==> config.mk <==
export PLATFORM = sky130hd
export DESIGN_NAME = display_list_triangle_assembler_core
export DESIGN_NICKNAME = d
export VERILOG_FILES = /design/src/rtl/dlta_pkg.sv /design/src/rtl/dlta_front.sv /design/src/rtl/dlta_queue.sv /design/src/rtl/dlta_back.sv /design/src/rtl/display_list_triangle_assembler_core.sv
export SDC_FILE = /design/constraint.sdc
export NUM_CORES = 1
export LEC_CHECK = 0
export BUFFER_PORTS_ARGS = -buffer_cell sky130_fd_sc_hd__buf_2
export CAP_MARGIN = 20
export CORE_MARGIN = 2
export CORE_UTILIZATION = 45
export DETAILED_ROUTE_END_ITERATION = 10
export PLACE_DENSITY = 0.73
export RECOVER_POWER = 50
export SYNTH_ARGS = -nofsm -noshare
export SYNTH_HDL_FRONTEND = slang
export SYNTH_SLANG_ARGS = --single-unit
==> constraint.sdc <==
create_clock -name clock -period 36.1 [get_ports clock]
set_clock_uncertainty 0.1 [all_clocks]
set_input_delay 3.61 -clock clock [delete_from_list [all_inputs] [get_ports clock]]
set_output_delay 3.61 -clock clock [all_outputs]
set_load 0.05 [all_outputs]
==> src/rtl/dlta_pkg.sv <==
package dlta_pkg;

   localparam int DATA_W = 56;

   typedef enum logic [2:0] {
      PH_OP,
      PH_CNT_HI,
      PH_CNT_LO,
      PH_VTX,
      PH_SKIP
   } phase_type;

   typedef enum logic [1:0] {
      ENT_TRI,
      ENT_QUAD,
      ENT_BAD_OP,
      ENT_TRUNC
   } entry_kind_type;

   typedef struct packed {
      logic [6:0]  mtx;
      logic [15:0] pos;
      logic [15:0] nrm;
      logic [15:0] clr;
   } vertex_type;

   typedef struct packed {
      entry_kind_type        kind;
      vertex_type [3:0]      vtx;
   } entry_type;

   typedef struct packed {
      logic      valid;
      entry_type entry;
   } push_type;

   typedef struct packed {
      logic [7:0] vertex_bytes;
      logic       matrix_present;
      logic [7:0] pos_offset;
      logic [1:0] pos_mode;
      logic [7:0] nrm_offset;
      logic [1:0] nrm_mode;
      logic [7:0] clr_offset;
      logic [1:0] clr_mode;
   } cfg_type;

   localparam logic [7:0] OP_MASK   = 8'hF8;
   localparam logic [7:0] OP_QUADS  = 8'h80;
   localparam logic [7:0] OP_TRIS   = 8'h90;
   localparam logic [7:0] OP_STRIP  = 8'h98;
   localparam logic [7:0] OP_FAN    = 8'hA0;
   localparam logic [7:0] OP_LINES  = 8'hA8;
   localparam logic [7:0] OP_LSTRIP = 8'hB0;
   localparam logic [7:0] OP_POINTS = 8'hB8;
   localparam logic [7:0] OP_NOP    = 8'h00;

   localparam logic [2:0] PK_QUADS = 3'd0;
   localparam logic [2:0] PK_TRIS  = 3'd2;
   localparam logic [2:0] PK_STRIP = 3'd3;
   localparam logic [2:0] PK_FAN   = 3'd4;

   localparam logic [1:0] MODE_ABSENT = 2'd0;
   localparam logic [1:0] MODE_8      = 2'd1;

   localparam logic [1:0] RK_CORNER = 2'd0;
   localparam logic [1:0] RK_BAD_OP = 2'd1;
   localparam logic [1:0] RK_TRUNC  = 2'd2;

   localparam logic [2:0] CSR_VERTEX_BYTES   = 3'd0;
   localparam logic [2:0] CSR_MATRIX_PRESENT = 3'd1;
   localparam logic [2:0] CSR_POS_OFFSET     = 3'd2;
   localparam logic [2:0] CSR_POS_MODE       = 3'd3;
   localparam logic [2:0] CSR_NRM_OFFSET     = 3'd4;
   localparam logic [2:0] CSR_NRM_MODE       = 3'd5;
   localparam logic [2:0] CSR_CLR_OFFSET     = 3'd6;
   localparam logic [2:0] CSR_CLR_MODE       = 3'd7;

   localparam logic [15:0] DIV3_RECIP = 16'd171;

   function automatic logic [6:0] div3(input logic [7:0] b);
      logic [15:0] p;
      p = {8'd0, b} * DIV3_RECIP;
      return p[15:9];
   endfunction

endpackage

==> src/rtl/dlta_front.sv <==
module dlta_front (
   input  logic               clock,
   input  logic               reset,
   input  dlta_pkg::cfg_type  cfg,
   input  logic               req_tvalid,
   output logic               req_tready,
   input  logic [7:0]         req_tdata,
   input  logic               req_tlast,
   input  logic               q_full,
   output dlta_pkg::push_type push
);
   import dlta_pkg::*;

   phase_type   phase_ff, phase_in;
   logic [2:0]  kind_ff, kind_in;
   logic [15:0] verts_ff, verts_in;
   logic [7:0]  byte_ff, byte_in;
   logic [1:0]  ord_lo_ff, ord_lo_in;
   logic [1:0]  mod3_ff, mod3_in;
   logic        ge2_ff, ge2_in;
   vertex_type  cap_ff, cap_in;
   vertex_type  p1_ff, p1_in, p2_ff, p2_in, p3_ff, p3_in, anchor_ff, anchor_in;

   logic        accept, is_prim, vtx_done, last_vert, cnt_zero, o_zero, o_one;
   logic        tri_hit, quad_hit;
   logic [7:0]  vb, op;
   vertex_type  cur;
   entry_type   tri_entry;

   function automatic logic [15:0] grab(input logic [15:0] val, input logic [1:0] mode,
                                        input logic [7:0] off, input logic [7:0] i,
                                        input logic [7:0] b);
      logic [15:0] r;
      r = val;
      case (mode)
         MODE_ABSENT: r = val;
         MODE_8: begin
            if (i == off) r = {8'd0, b};
         end
         default: begin
            if (i == off) r[15:8] = b;
            if ({1'b0, i} == ({1'b0, off} + 9'd1)) r[7:0] = b;
         end
      endcase
      return r;
   endfunction

   assign req_tready = ~q_full;
   assign accept     = req_tvalid & ~q_full;

   always_comb begin
      op        = req_tdata & OP_MASK;
      is_prim   = op inside {OP_QUADS, OP_TRIS, OP_STRIP, OP_FAN,
                             OP_LINES, OP_LSTRIP, OP_POINTS};
      vb        = (cfg.vertex_bytes == 8'd0) ? 8'd1 : cfg.vertex_bytes;
      vtx_done  = ({1'b0, byte_ff} + 9'd1) >= {1'b0, vb};
      last_vert = verts_ff == 16'd1;
      cnt_zero  = (verts_ff[15:8] == 8'd0) && (req_tdata == 8'd0);
      o_zero    = !ge2_ff && (ord_lo_ff == 2'd0);
      o_one     = !ge2_ff && (ord_lo_ff == 2'd1);

      cur.mtx = (cfg.matrix_present && byte_ff == 8'd0) ? div3(req_tdata) : cap_ff.mtx;
      cur.pos = grab(cap_ff.pos, cfg.pos_mode, cfg.pos_offset, byte_ff, req_tdata);
      cur.nrm = grab(cap_ff.nrm, cfg.nrm_mode, cfg.nrm_offset, byte_ff, req_tdata);
      cur.clr = grab(cap_ff.clr, cfg.clr_mode, cfg.clr_offset, byte_ff, req_tdata);

      tri_hit   = 1'b0;
      quad_hit  = 1'b0;
      tri_entry = '0;
      tri_entry.kind = ENT_TRI;
      case (kind_ff)
         PK_TRIS: begin
            tri_hit = mod3_ff == 2'd2;
            tri_entry.vtx[0] = p2_ff;
            tri_entry.vtx[1] = p1_ff;
            tri_entry.vtx[2] = cur;
         end
         PK_STRIP: begin
            tri_hit = ge2_ff;
            tri_entry.vtx[0] = ord_lo_ff[0] ? p1_ff : p2_ff;
            tri_entry.vtx[1] = ord_lo_ff[0] ? p2_ff : p1_ff;
            tri_entry.vtx[2] = cur;
         end
         PK_FAN: begin
            tri_hit = ge2_ff;
            tri_entry.vtx[0] = anchor_ff;
            tri_entry.vtx[1] = p1_ff;
            tri_entry.vtx[2] = cur;
         end
         PK_QUADS: begin
            quad_hit = ord_lo_ff == 2'd3;
            tri_entry.kind   = ENT_QUAD;
            tri_entry.vtx[0] = p3_ff;
            tri_entry.vtx[1] = p2_ff;
            tri_entry.vtx[2] = p1_ff;
            tri_entry.vtx[3] = cur;
         end
         default: begin
            tri_hit = 1'b0;
         end
      endcase
   end

   always_comb begin
      phase_in = phase_ff;
      if (accept) begin
         case (phase_ff)
            PH_OP: begin
               if (req_tdata == OP_NOP) phase_in = PH_OP;
               else if (!is_prim) phase_in = req_tlast ? PH_OP : PH_SKIP;
               else phase_in = req_tlast ? PH_OP : PH_CNT_HI;
            end
            PH_CNT_HI: phase_in = req_tlast ? PH_OP : PH_CNT_LO;
            PH_CNT_LO: phase_in = (cnt_zero || req_tlast) ? PH_OP : PH_VTX;
            PH_VTX:    phase_in = ((vtx_done && last_vert) || req_tlast) ? PH_OP : PH_VTX;
            PH_SKIP:   phase_in = req_tlast ? PH_OP : PH_SKIP;
            default:   phase_in = PH_OP;
         endcase
      end
   end

   always_comb begin
      kind_in   = kind_ff;
      verts_in  = verts_ff;
      byte_in   = byte_ff;
      ord_lo_in = ord_lo_ff;
      mod3_in   = mod3_ff;
      ge2_in    = ge2_ff;
      cap_in    = cap_ff;
      p1_in     = p1_ff;
      p2_in     = p2_ff;
      p3_in     = p3_ff;
      anchor_in = anchor_ff;
      push      = '0;
      if (accept) begin
         case (phase_ff)
            PH_OP: begin
               if (req_tdata != OP_NOP) begin
                  if (!is_prim) begin
                     push.valid      = 1'b1;
                     push.entry.kind = ENT_BAD_OP;
                  end else begin
                     kind_in = req_tdata[5:3];
                     if (req_tlast) begin
                        push.valid      = 1'b1;
                        push.entry.kind = ENT_TRUNC;
                     end
                  end
               end
            end
            PH_CNT_HI: begin
               verts_in[15:8] = req_tdata;
               if (req_tlast) begin
                  push.valid      = 1'b1;
                  push.entry.kind = ENT_TRUNC;
               end
            end
            PH_CNT_LO: begin
               verts_in[7:0] = req_tdata;
               byte_in       = '0;
               ord_lo_in     = '0;
               mod3_in       = '0;
               ge2_in        = 1'b0;
               cap_in        = '0;
               if (!cnt_zero && req_tlast) begin
                  push.valid      = 1'b1;
                  push.entry.kind = ENT_TRUNC;
               end
            end
            PH_VTX: begin
               if (vtx_done) begin
                  byte_in   = '0;
                  cap_in    = '0;
                  verts_in  = verts_ff - 16'd1;
                  ord_lo_in = ord_lo_ff + 2'd1;
                  mod3_in   = (mod3_ff == 2'd2) ? 2'd0 : mod3_ff + 2'd1;
                  ge2_in    = ge2_ff | o_one;
                  p1_in     = cur;
                  p2_in     = p1_ff;
                  p3_in     = p2_ff;
                  if (o_zero) anchor_in = cur;
                  if (!last_vert && req_tlast) begin
                     push.valid      = 1'b1;
                     push.entry.kind = ENT_TRUNC;
                  end else if (tri_hit || quad_hit) begin
                     push.valid = 1'b1;
                     push.entry = tri_entry;
                  end
               end else begin
                  byte_in = byte_ff + 8'd1;
                  cap_in  = cur;
                  if (req_tlast) begin
                     push.valid      = 1'b1;
                     push.entry.kind = ENT_TRUNC;
                  end
               end
            end
            default: begin
               push.valid = 1'b0;
            end
         endcase
      end
   end

   always_ff @(posedge clock) begin
      if (reset) begin
         phase_ff  <= PH_OP;
         kind_ff   <= '0;
         verts_ff  <= '0;
         byte_ff   <= '0;
         ord_lo_ff <= '0;
         mod3_ff   <= '0;
         ge2_ff    <= 1'b0;
         cap_ff    <= '0;
      end else begin
         phase_ff  <= phase_in;
         kind_ff   <= kind_in;
         verts_ff  <= verts_in;
         byte_ff   <= byte_in;
         ord_lo_ff <= ord_lo_in;
         mod3_ff   <= mod3_in;
         ge2_ff    <= ge2_in;
         cap_ff    <= cap_in;
      end
   end

   always_ff @(posedge clock) begin
      p1_ff     <= p1_in;
      p2_ff     <= p2_in;
      p3_ff     <= p3_in;
      anchor_ff <= anchor_in;
   end

endmodule

==> src/rtl/dlta_queue.sv <==
module dlta_queue #(
   parameter int DEPTH = 2
) (
   input  logic                clock,
   input  logic                reset,
   input  dlta_pkg::push_type  push,
   input  logic                pop,
   output dlta_pkg::entry_type head,
   output logic                q_valid,
   output logic                q_full
);
   import dlta_pkg::*;

   localparam int AW = $clog2(DEPTH);
   localparam int CW = $clog2(DEPTH + 1);

   entry_type      mem_ff [DEPTH];
   logic [AW-1:0]  wr_ptr_ff, wr_ptr_in, rd_ptr_ff, rd_ptr_in;
   logic [CW-1:0]  count_ff, count_in;
   logic           do_push, do_pop;

   function automatic logic [AW-1:0] bump(input logic [AW-1:0] ptr);
      return (ptr == AW'(DEPTH - 1)) ? '0 : ptr + AW'(1);
   endfunction

   assign q_valid = count_ff != '0;
   assign q_full  = count_ff == CW'(DEPTH);
   assign head    = mem_ff[rd_ptr_ff];
   assign do_push = push.valid && !q_full;
   assign do_pop  = pop && q_valid;

   always_comb begin
      wr_ptr_in = do_push ? bump(wr_ptr_ff) : wr_ptr_ff;
      rd_ptr_in = do_pop ? bump(rd_ptr_ff) : rd_ptr_ff;
      count_in  = count_ff;
      if (do_push && !do_pop) count_in = count_ff + CW'(1);
      else if (!do_push && do_pop) count_in = count_ff - CW'(1);
   end

   always_ff @(posedge clock) begin
      if (reset) begin
         wr_ptr_ff <= '0;
         rd_ptr_ff <= '0;
         count_ff  <= '0;
      end else begin
         wr_ptr_ff <= wr_ptr_in;
         rd_ptr_ff <= rd_ptr_in;
         count_ff  <= count_in;
      end
   end

   always_ff @(posedge clock) begin
      if (do_push) mem_ff[wr_ptr_ff] <= push.entry;
   end

endmodule

==> src/rtl/dlta_back.sv <==
module dlta_back (
   input  logic                          clock,
   input  logic                          reset,
   input  dlta_pkg::entry_type           head,
   input  logic                          q_valid,
   output logic                          pop,
   output logic                          rsp_tvalid,
   input  logic                          rsp_tready,
   output logic [dlta_pkg::DATA_W-1:0]   rsp_tdata,
   output logic [1:0]                    rsp_tuser,
   output logic                          rsp_tlast
);
   import dlta_pkg::*;

   localparam logic [2:0] STEP_TRI_LAST  = 3'd2;
   localparam logic [2:0] STEP_QUAD_LAST = 3'd5;

   logic [2:0]        step_ff, step_in;
   logic              valid_ff, valid_in;
   logic [DATA_W-1:0] data_ff, data_in;
   logic [1:0]        kind_ff, kind_in;
   logic              last_ff, last_in;
   logic              load, step_last;
   logic [1:0]        sel;
   vertex_type        v;

   always_comb begin
      case (head.kind)
         ENT_TRI:  step_last = step_ff == STEP_TRI_LAST;
         ENT_QUAD: step_last = step_ff == STEP_QUAD_LAST;
         default:  step_last = 1'b1;
      endcase
      case (step_ff)
         3'd0:    sel = 2'd0;
         3'd1:    sel = 2'd1;
         3'd2:    sel = 2'd2;
         3'd3:    sel = 2'd2;
         3'd4:    sel = 2'd3;
         default: sel = 2'd0;
      endcase
      v    = head.vtx[sel];
      load = q_valid && (!valid_ff || rsp_tready);
      pop  = load && step_last;

      step_in  = step_ff;
      valid_in = (valid_ff && !rsp_tready);
      data_in  = data_ff;
      kind_in  = kind_ff;
      last_in  = last_ff;
      if (load) begin
         step_in  = step_last ? 3'd0 : step_ff + 3'd1;
         valid_in = 1'b1;
         case (head.kind)
            ENT_BAD_OP: begin
               kind_in = RK_BAD_OP;
               data_in = '0;
               last_in = 1'b0;
            end
            ENT_TRUNC: begin
               kind_in = RK_TRUNC;
               data_in = '0;
               last_in = 1'b0;
            end
            default: begin
               kind_in = RK_CORNER;
               data_in = {1'b0, v.clr, v.nrm, v.pos, v.mtx};
               last_in = (step_ff == STEP_TRI_LAST) || (step_ff == STEP_QUAD_LAST);
            end
         endcase
      end
   end

   always_ff @(posedge clock) begin
      if (reset) begin
         step_ff  <= '0;
         valid_ff <= 1'b0;
      end else begin
         step_ff  <= step_in;
         valid_ff <= valid_in;
      end
   end

   always_ff @(posedge clock) begin
      data_ff <= data_in;
      kind_ff <= kind_in;
      last_ff <= last_in;
   end

   assign rsp_tvalid = valid_ff;
   assign rsp_tdata  = data_ff;
   assign rsp_tuser  = kind_ff;
   assign rsp_tlast  = last_ff;

endmodule

==> src/rtl/display_list_triangle_assembler_core.sv <==
// With an empty queue and an idle port, the first result word of a list byte is written
// into the queue entry and then into the output register before it is valid on the port.
// Throughput: one list byte per cycle while the front queue has room; the output
// register gives one word per cycle while the port is ready; a triangle is 3 words, a quad 6.
// The queue depth sets how many emitting bytes the front may run ahead of the port.
// Reset: synchronous, active high; clears parse state, queue and output valid and
// loads the layout registers with their defaults.
module display_list_triangle_assembler_core #(
   parameter int QUEUE_DEPTH = 2
) (
   input  logic                        clock,
   input  logic                        reset,
   input  logic                        req_tvalid,
   output logic                        req_tready,
   input  logic [7:0]                  req_tdata,   // [7:0] list_byte
   input  logic                        req_tlast,
   output logic                        rsp_tvalid,
   input  logic                        rsp_tready,
   output logic [dlta_pkg::DATA_W-1:0] rsp_tdata,   // matrix_slot, pos, nrm, clr, pad
   output logic [1:0]                  rsp_tuser,   // [1:0] result_kind
   output logic                        rsp_tlast,
   input  logic                        csr_we,
   input  logic [2:0]                  csr_addr,
   input  logic [7:0]                  csr_wdata
);
   import dlta_pkg::*;

   cfg_type   cfg_ff, cfg_in;
   push_type  push;
   entry_type head;
   logic      q_valid, q_full, pop;

   always_comb begin
      cfg_in = cfg_ff;
      if (csr_we) begin
         case (csr_addr)
            CSR_VERTEX_BYTES:   cfg_in.vertex_bytes   = csr_wdata;
            CSR_MATRIX_PRESENT: cfg_in.matrix_present = csr_wdata[0];
            CSR_POS_OFFSET:     cfg_in.pos_offset     = csr_wdata;
            CSR_POS_MODE:       cfg_in.pos_mode       = csr_wdata[1:0];
            CSR_NRM_OFFSET:     cfg_in.nrm_offset     = csr_wdata;
            CSR_NRM_MODE:       cfg_in.nrm_mode       = csr_wdata[1:0];
            CSR_CLR_OFFSET:     cfg_in.clr_offset     = csr_wdata;
            CSR_CLR_MODE:       cfg_in.clr_mode       = csr_wdata[1:0];
            default:            cfg_in = cfg_ff;
         endcase
      end
   end

   always_ff @(posedge clock) begin
      if (reset) begin
         cfg_ff                <= '0;
         cfg_ff.vertex_bytes   <= 8'd1;
         cfg_ff.pos_mode       <= 2'd2;
      end else begin
         cfg_ff <= cfg_in;
      end
   end

   dlta_front u_front (
      .clock      (clock),
      .reset      (reset),
      .cfg        (cfg_ff),
      .req_tvalid (req_tvalid),
      .req_tready (req_tready),
      .req_tdata  (req_tdata),
      .req_tlast  (req_tlast),
      .q_full     (q_full),
      .push       (push)
   );

   dlta_queue #(
      .DEPTH (QUEUE_DEPTH)
   ) u_queue (
      .clock   (clock),
      .reset   (reset),
      .push    (push),
      .pop     (pop),
      .head    (head),
      .q_valid (q_valid),
      .q_full  (q_full)
   );

   dlta_back u_back (
      .clock      (clock),
      .reset      (reset),
      .head       (head),
      .q_valid    (q_valid),
      .pop        (pop),
      .rsp_tvalid (rsp_tvalid),
      .rsp_tready (rsp_tready),
      .rsp_tdata  (rsp_tdata),
      .rsp_tuser  (rsp_tuser),
      .rsp_tlast  (rsp_tlast)
   );

endmodule

==> Word level (Yosys, flattened, before mapping) <==
Memories as Yosys holds them, arrays and structs flattened. A register that Yosys moved wholly into a read port is not among the register bits.
Cells that the tools add are included.
{ "totals": {"elab_cells": 241, "n_memories": 1, "reg_bits": 416, "out_inout_bits": 61, "in_bits": 25, "ram_bits": 444} }
{ "memory_table": {"columns": ["name", "words", "word_bits", "read_ports", "rd_clocked_by_memory_dff", "wr", "line_no", "text"], "rows": [
  ["u_queue.mem_ff", 2, 222, 1, 1, 1, "dlta_queue.sv:17", "entry_type mem_ff [DEPTH];"]
]} }
{ "classes": {"n_mul": 1, "n_addsub": 13, "magnitude_cmp": 2, "bitwise": 3, "reduce_logical": 62, "eq_ne": 44, "muxes": 70} }
{ "ops": {"columns": ["op", "n"], "rows": [
  ["220-bit 2-to-1 mux", 3],
  ["165-bit case mux with 4 select lines", 1],
  ["223-bit 2-to-1 mux", 2],
  ["55-bit 2-to-1 mux", 4],
  ["55-bit binary-select mux with 2-bit select", 1],
  ["55-bit case mux with 2 select lines", 1],
  ["16-bit case mux with 2 select lines", 3],
  ["16-bit 2-to-1 mux", 4],
  ["8-bit 2-to-1 mux", 8],
  ["56-bit 2-to-1 mux", 1],
  ["8-bit case mux with 2 select lines", 3],
  ["8-bit by 1-bit adder with 9-bit output, second input constant", 4],
  ["5-bit equality test, second input constant", 7],
  ["8-bit zero test", 4],
  ["3-bit 2-to-1 mux", 10],
  ["8-bit by 9-bit equality test with 1-bit output", 3],
  ["3-bit by 2-bit equality test with 1-bit output, second input constant", 8],
  ["3-bit equality test, second input constant", 8],
  ["8-bit equality test", 3],
  ["2-bit AND reduction", 9],
  ["16-bit by 1-bit equality test with 1-bit output, second input constant", 1],
  ["8-bit by 8-bit multiplier with 16-bit output, second input constant", 1],
  ["2-bit 2-to-1 mux", 8],
  ["16-bit by 1-bit subtractor with 16-bit output, second input constant", 1],
  ["other kinds (33)", 97]
]} }

==> Logic depth before layout (Yosys ltp) <==
Gate-level depths: netlist of the first run.
{ "logic_depth": {"word_depth": 15, "depth_mapped": 18, "depth_no_buf": 16} }

==> By module <==
Synthesis of the first run repeated with hierarchy kept, for this count alone.
{ "unflattened": {"hier_cells": 2891, "area_unflattened_um2": 39805.7} }
{ "modules_own_cells": {"columns": ["mod", "instances", "area_each_um2", "cells_per_inst", "seq_area_each_um2"], "rows": [
  ["dlta_queue", 1, 17028.8, 716, 13432.9],
  ["dlta_front", 1, 16879.9, 1618, 8408.1],
  ["dlta_back", 1, 4271.6, 410, 1821.7],
  ["display_list_triangle_assembler_core", 1, 1625.3, 147, 780.7]
]} }

==> Worst setup path after synthesis of the first run <==
No wires, ideal clock.
{ "synth_path": {"path_type": "input to register", "start": "in req_tdata[6]", "end": "mem u_queue.mem_ff[0][0] in the netlist's numbering (enable)", "n_path_buf": 1, "path_slack_ns": 20.280, "stages": 8, "arrival_time_ns": 14.885, "t_required_ns": 35.165, "setup_ns": 0.835, "cell_sequence": "buf_2 > inv_1 > ha_1 > a211o_1 > o221ai_1 > a31oi_1 > a221oi_2 > nor2b_1"} }
{ "synth_via": {"elab_chain_cells": 10, "elab_cells_between_ends": 21, "classes_between": "eq/ne: 7; mux: 7; reduce/logical: 7"} }
{ "synth_lines": {"columns": ["item", "line_no", "text"], "rows": [
  ["from (decl)", "display_list_triangle_assembler_core.sv:15", "input logic [7:0] req_tdata,"],
  ["branches (longest 5 deep; another with 7-bit nonzero test)", null, null],
  ["1-bit case mux with 4 select lines (*)", "dlta_front.sv:136", "case (phase_ff)"],
  ["223-bit 2-to-1 mux (*)", "dlta_front.sv:135", "if (accept) begin"],
  ["1-bit logical AND (*)", "dlta_queue.sv:29", "assign do_push = push.valid && !q_full;"],
  ["named net u_queue.do_push", "dlta_queue.sv:20", "logic do_push, do_pop;"],
  ["1-bit 2-to-1 mux (*)", "dlta_queue.sv:53", "if (do_push) mem_ff[wr_ptr_ff] <= push.entry;"],
  ["1-bit 2-to-1 mux (not written as such) (*)", "dlta_queue.sv:53", null],
  ["to (decl)", "dlta_queue.sv:17", null]
]} }
Mark *: on every way through the listed nets, which the timed path passes.

==> impl_metrics.py, run 1 <==
metrics = {
    "global_route": {
        "grt_max_degree": 83,
        "grtUsageTotal_pct": 21.61,
        "grt_first_pass_wirelength_um": 140800,
        "antenna_found_initial": 2,
        "grt_pass1_vias": 23640,
        "grt_overflow": 0,
    },
    "worst_setup_path": {
        "cp-end-kind": "register",
        "critical_path_arrival_ns": 11.49,
        "crit_type": "input port to register",
        "critPathMaxFanout": 58,
        "cp-start-kind": "input port",
        "crit_required_ns": 36.44,
    },
    "synth": {
        "synth_top_flop_cell": "edfxtp_1",
        "synth_async_sr_flop_share_pct": 0,
        "synthTopCellsByArea": "edfxtp_1, dfxtp_1, mux4_2",
        "synth-edff-count": 722,
        "syn-cell-area_um2": 37070,
        "yosys.area.top_type_share_pct": 58.49,
        "yosys.cell_types.count": 83,
        "syn_inst": 2677,
        "synth_area_leader_cell": "edfxtp_1",
        "synth_commonest_cells": "edfxtp_1, nand2_1, nor2_1",
        "ys.warnings.count": 0,
        "seq_area_frac_synth_pct": 65.94,
        "yosysMostFrequentCell": "edfxtp_1",
        "synth_seq_cells": 860,
        "synth_fp_nets": 2786,
        "syn_avg_cell_area_um2": 13.85,
    },
    "routing": {
        "wire_per_inst_um": 24.07,
        "vias": 23228,
        "drtAntennaViolNets": 0,
        "firstDrtPassIters": 7,
        "drc": 0,
        "drt_iter0_markers": 2570,
        "finalWirelength_um": 92560,
        "routed_via_density": 6.040,
    },
    "timing": {
        "drv_slew": 556,
        "period_share_pct": 30.88,
        "min_period_ns": 11.15,
        "rsz0062_at_grt": "false",
        "worst_slew_pin_slew_ns": 4.418,
        "setup_tns_ns": 0,
        "fmax_mhz": 89.69,
        "hold_viol": 0,
        "finalSetupViolations": 0,
        "slew_headroom_pct": -194.5,
    },
    "clock_tree": {
        "clock-sinks": 860,
        "cts_buffer_depth": 3,
        "root_buffer": "clkbuf_16",
        "cts_resized": 0,
        "clkLatencyLatePin_ns": 0.66,
        "cts_tree": "done",
        "postCtsHoldBufs": 0,
        "clk_transition_reported_paths_ns": 0.06,
        "numCtsBuffers": 88,
        "h-tree-depth": 3,
        "post-cts-setup-buffers": 0,
    },
    "floorplan": {
        "die_w_um": 291.0,
        "core-area_um2": 81850,
        "placementRows": 105,
        "pin_count": 86,
        "initial_core_util_pct": 45.29,
        "fp.dieH_um": 291.0,
        "die_area_um2": 84690,
    },
    "finish": {
        "areaGrowthSynthToFinish_pct": 10.90,
        "regArea_um2": 24440,
        "multi_input_area_um2": 11540,
        "antennaDiodeCount": 0,
        "fill_cells": 6776,
        "drive_gt1_share_pct": 11.42,
        "nets": 2810,
        "design_area_um2": 41110,
    },
    "placed_design": {
        "gp_congestion": 0.8849,
        "place_area_um2": 38360,
        "place.detailed.hpwl_um": 53770,
        "port_buffers": 84,
    },
    "min_path": {
        "hp-class": "register to register",
    },
    "run": {
        "cap_viol_max_count": 10,
    },
    "pwr": {
        "vdd.ir_drop.worst_mv": 0.04765,
        "p_leak_nw": 14.13,
        "power_density_nw_per_um2": 66.37,
    },
    "status": {
        "violations": "max-capacitance violations, max-slew violations",
        "status": "finished with violations",
    },
}
## cells in the final DEF (no fill, tap or decap), types with 88 or more instances in the layout
cell and count:
edfxtp_1 722, inv_1 90, clkbuf_1 95, mux4_2 110, dfxtp_1 138, nor2_1 200
clkbuf_16 88, nand2_1 259, a22oi_1 178, a21oi_1 196
## registers in the layout, indices dropped and copies added (netlist names), named ones only
signal	flops
u_front.mod3_ff	2
u_back.rsp_tvalid	1
u_front.anchor_ff	55
u_front.byte_ff	8
u_front.cap_ff	55
u_queue.rd_ptr_ff	1
u_queue.mem_ff	444
u_queue.count_ff	2
u_front.p2_ff	55
u_queue.wr_ptr_ff	1
u_back.rsp_tlast	1
u_front.p1_ff	55
u_back.rsp_tuser	2
cfg_ff	39
u_front.p3_ff	55
u_front.ge2_ff	1
u_back.step_ff	3
u_front.ord_lo_ff	2
u_front.verts_ff	16
u_front.kind_ff	3
u_front.phase_ff	3
u_back.rsp_tdata	55
## routing by layer
layer	GRT usage (%)	part of all wire, %	vias to the layer above
li1	-	-	10238
met1	29.15	40	11626
met2	35.67	48	1179
met3	3.222	8.3	181
met4	8.050	3.2	4
met5	0	0.024	-
## metrics by stage
| stage | cells | hold WS, ns | total power [mW] | worst slack [ns] | util, % |
|---|---|---|---|---|---|
| final | 3846 | 0.3584 | 2.729 | 24.95 | 50.23 |
| after global routing | 3846 | 0.3810 | 2.833 | 24.26 | 50.23 |
| after CTS | 3844 | 0.3574 | 2.758 | 28.34 | 50.38 |
| after detailed placement | 3679 | 0.3498 | 1.863 | 27.72 | 46.87 |
| after global placement | 3679 | 0.3434 | 1.848 | 27.70 | 46.87 |
| after floorplan | 2677 | 0.3321 | 1.716 | 20.28 | - |
## report_power, final
group / switching (mW) / total, mW / internal, mW
clock: 0.388 / 0.899 / 0.511
sequential: 0.0384 / 1.25 / 1.21
combinational: 0.397 / 0.581 / 0.184
total: 0.824 / 2.73 / 1.91
## cell type report
class                      instances  area share (%)
tap                             1070           3.256
inverter                          90          0.8217
timing repair buffer             119           1.397
clock inverter                    53           1.275
multi-input combinational       1542           28.07
sequential                       860           59.46
clock buffer                     112           5.722
## worst max-delay path: stages
cell     delay (ns)
buf_2          0.07
and2_0         0.37
and2b_1        0.24
and3_1         1.85
nand3_1        2.74
nor4_4         1.50
buf_4          0.76
nand2_1        0.12
o21ai_0        0.16
## worst paths after layout
check        depth (start not counted)                             from                          endpoint  slack [ns]
min reg2reg                          2          cfg_ff[32]$_SDFFE_PP0P_           cfg_ff[32]$_SDFFE_PP0P_        0.36
max reg2reg                         14  u_front.byte_ff[1]$_SDFFE_PP0P_  u_queue.mem_ff[1][144]$_DFFE_PP_       25.49
max                                  9                       req_tvalid  u_queue.mem_ff[1][144]$_DFFE_PP_       24.95
min                                  2          cfg_ff[32]$_SDFFE_PP0P_           cfg_ff[32]$_SDFFE_PP0P_        0.36
## cell families after synthesis
logic type,Yosys count,synth area share (%)
AO/OA/AOI/OAI,595,10.79
XOR/XNOR,51,1.205
adder cells (fa/ha/maj),84,3.078
buffers and inverters,275,3.105
flip-flops,860,65.94
multiplexers,163,8.117
other,1,0.01012
AND/OR/NAND/NOR,648,7.756
Power figures use the tool's default switching activity.
==> run 2: changes to the inputs <==
- clock period: 36.1 -> 11.05 ns (I/O delays scaled with it)
==> run 2 against run 1 <==
Against the previous run: the flow still finishes with violations (max-capacitance violations, max-slew violations); die area unchanged; register-to-register slack worse by 22 ns; first-iteration DRC count is 18% higher; sequential share of layout area decreased by 0.12 points; clock power grew to 3.3 times the previous value; clock-buffer cell count down 1; setup slack got worse by 22 ns; via count is 0.63% higher; flip-flop and latch count unchanged; critical endpoint is now u_queue.mem_ff[0][139]$_DFFE_PP_; highest routed layer unchanged.
==> impl_metrics.py, run 2 (synthesized netlist as in run 1, its figures left out) <==
metrics = {
    "clock_tree": {
        "postCtsHoldBufs": 0,
        "cts_buffer_depth": 3,
        "cts_tree": "done",
        "cts_resized": 0,
        "root_buffer": "clkbuf_16",
        "clkLatencyLatePin_ns": 0.65,
        "clk_transition_reported_paths_ns": 0.06,
        "h-tree-depth": 3,
        "clock-sinks": 860,
        "post-cts-setup-buffers": 0,
        "numCtsBuffers": 88,
    },
    "finish": {
        "fin_cells": 3845,
        "top_register": "u_queue.mem_ff",
        "design_area_um2": 41200,
        "largest_reg_flops": 444,
        "finalCoreUtilization_pct": 50.34,
        "antennaDiodeCount": 0,
        "layout_common_cells": "edfxtp_1, nand2_1, nor2_1, a21oi_1, a22oi_1",
        "layout_commonest_cell": "edfxtp_1",
        "areaGrowthSynthToFinish_pct": 11.14,
        "drive_gt1_share_pct": 11.89,
        "nets": 2814,
    },
    "global_route": {
        "grtUsageTotal_pct": 21.44,
        "antenna_found_initial": 1,
        "grt_first_pass_wirelength_um": 139900,
        "grt_overflow": 0,
        "grt_pass1_vias": 23418,
        "grt_max_degree": 154,
    },
    "timing": {
        "hold_viol": 0,
        "setup_tns_ns": 0,
        "drv_slew": 372,
        "finalSetupViolations": 0,
        "fmax_mhz": 124.3,
        "setup_slack_ns": 3.002,
        "period_share_pct": 72.83,
        "worst_slew_pin_slew_ns": 4.271,
        "holdWs_ns": 0.3627,
        "slew_headroom_pct": -184.7,
        "min_period_ns": 8.048,
        "rsz0062_at_grt": "false",
    },
    "placed_design": {
        "place_area_um2": 38380,
        "port_buffers": 84,
        "pre_cts_slack_ns": 5.031,
        "dp_cells": 3680,
        "gp_congestion": 0.8379,
        "place.detailed.hpwl_um": 54880,
    },
    "floorplan": {
        "placementRows": 105,
        "die_area_um2": 84690,
        "die_w_um": 291.0,
        "pin_count": 86,
        "initial_core_util_pct": 45.29,
        "fp.dieH_um": 291.0,
        "core-area_um2": 81850,
    },
    "worst_setup_path": {
        "crit_required_ns": 11.42,
        "worst_r2r_path_depth": 13,
        "critical_path_arrival_ns": 8.42,
        "cp-end-kind": "register",
        "critPathMaxFanout": 76,
        "rrSetupSlack_ns": 3.00,
        "worst_path_max_delay_cell": "and3_1",
        "cpMostUsedCell": "and3_1",
        "cp-start-kind": "register",
        "critical_path.cell_chain": "inv_1 > nor3_1 > and3_1 > nand3_1 > xnor2_1 > ha_1 > o21ai_0 > o311ai_0 > and3_1 > nand3_4 > buf_4 > nor2_4 > a22o_1",
        "max_stage_delay_ns": 1.47,
        "cp.depth": 13,
        "path_buf_inv": 2,
        "critPathTopFamily": "simple AND/OR/NAND/NOR gates",
        "crit_type": "register to register",
    },
    "pwr": {
        "report.power.total_mw": 8.980,
        "power_density_nw_per_um2": 218.0,
        "vdd.ir_drop.worst_mv": 0.1318,
        "p_leak_nw": 14.18,
    },
    "routing": {
        "drt_iter0_markers": 3036,
        "drtAntennaViolNets": 0,
        "finalWirelength_um": 92350,
        "firstDrtPassIters": 6,
        "vias": 23374,
        "drc": 0,
        "wire_per_inst_um": 24.02,
        "routed_via_density": 6.079,
    },
    "status": {
        "violations": "max-capacitance violations, max-slew violations",
        "status": "finished with violations",
    },
    "run": {
        "cap_viol_max_count": 9,
    },
    "min_path": {
        "hold_depth": 2,
        "hp-class": "register to register",
    },
}
==> run 2: worst register-to-register path, stage by stage (launching register included) <==
cell	delay, ns
dfxtp_1	0.70
inv_1	0.18
nor3_1	0.37
and3_1	0.29
nand3_1	0.11
xnor2_1	0.19
ha_1	0.31
o21ai_0	0.11
o311ai_0	1.37
and3_1	1.47
nand3_4	0.84
buf_4	0.67
nor2_4	0.88
a22o_1	0.28
==> run 2: layout make-up <==
| class | instances | area (um2) |
|---|---|---|
| Fill cell | 6820 | 40650 |
| Multi-Input combinational cell | 1542 | 11500 |
| Sequential cell | 860 | 24450 |
| Clock buffer | 111 | 2430 |
| Timing Repair Buffer | 123 | 644.4 |
| Inverter | 90 | 337.8 |
| Clock inverter | 49 | 500.5 |
| Tap cell | 1070 | 1339 |
==> run 2: where the power goes <==
group          internal (mW)  leakage [nW]  total [mW]  switching, mW
sequential              3.96          7.79        4.09          0.136
combinational          0.599          4.95        1.90           1.30
clock                   1.73          1.44        2.99           1.26
total                   6.29          14.2        8.98           2.69
==> run 2: layer usage <==
metal  global-route usage (%)  part of all wire (%)  vias up
li1                         -                     -    10247
met1                    28.86                    40    11771
met2                    35.44                    49     1166
met3                    3.237                   7.9      188
met4                    7.860                   3.2        2
met5                        0                 0.012        -
==> run 2: final timing paths <==
check | startpoint | end
worst max-delay path | u_front.byte_ff[2]$_SDFFE_PP0P_ | u_queue.mem_ff[0][139]$_DFFE_PP_
worst min register to register | cfg_ff[32]$_SDFFE_PP0P_ | cfg_ff[32]$_SDFFE_PP0P_
worst max register to register | u_front.byte_ff[2]$_SDFFE_PP0P_ | u_queue.mem_ff[0][139]$_DFFE_PP_
worst min-delay path | cfg_ff[32]$_SDFFE_PP0P_ | cfg_ff[32]$_SDFFE_PP0P_
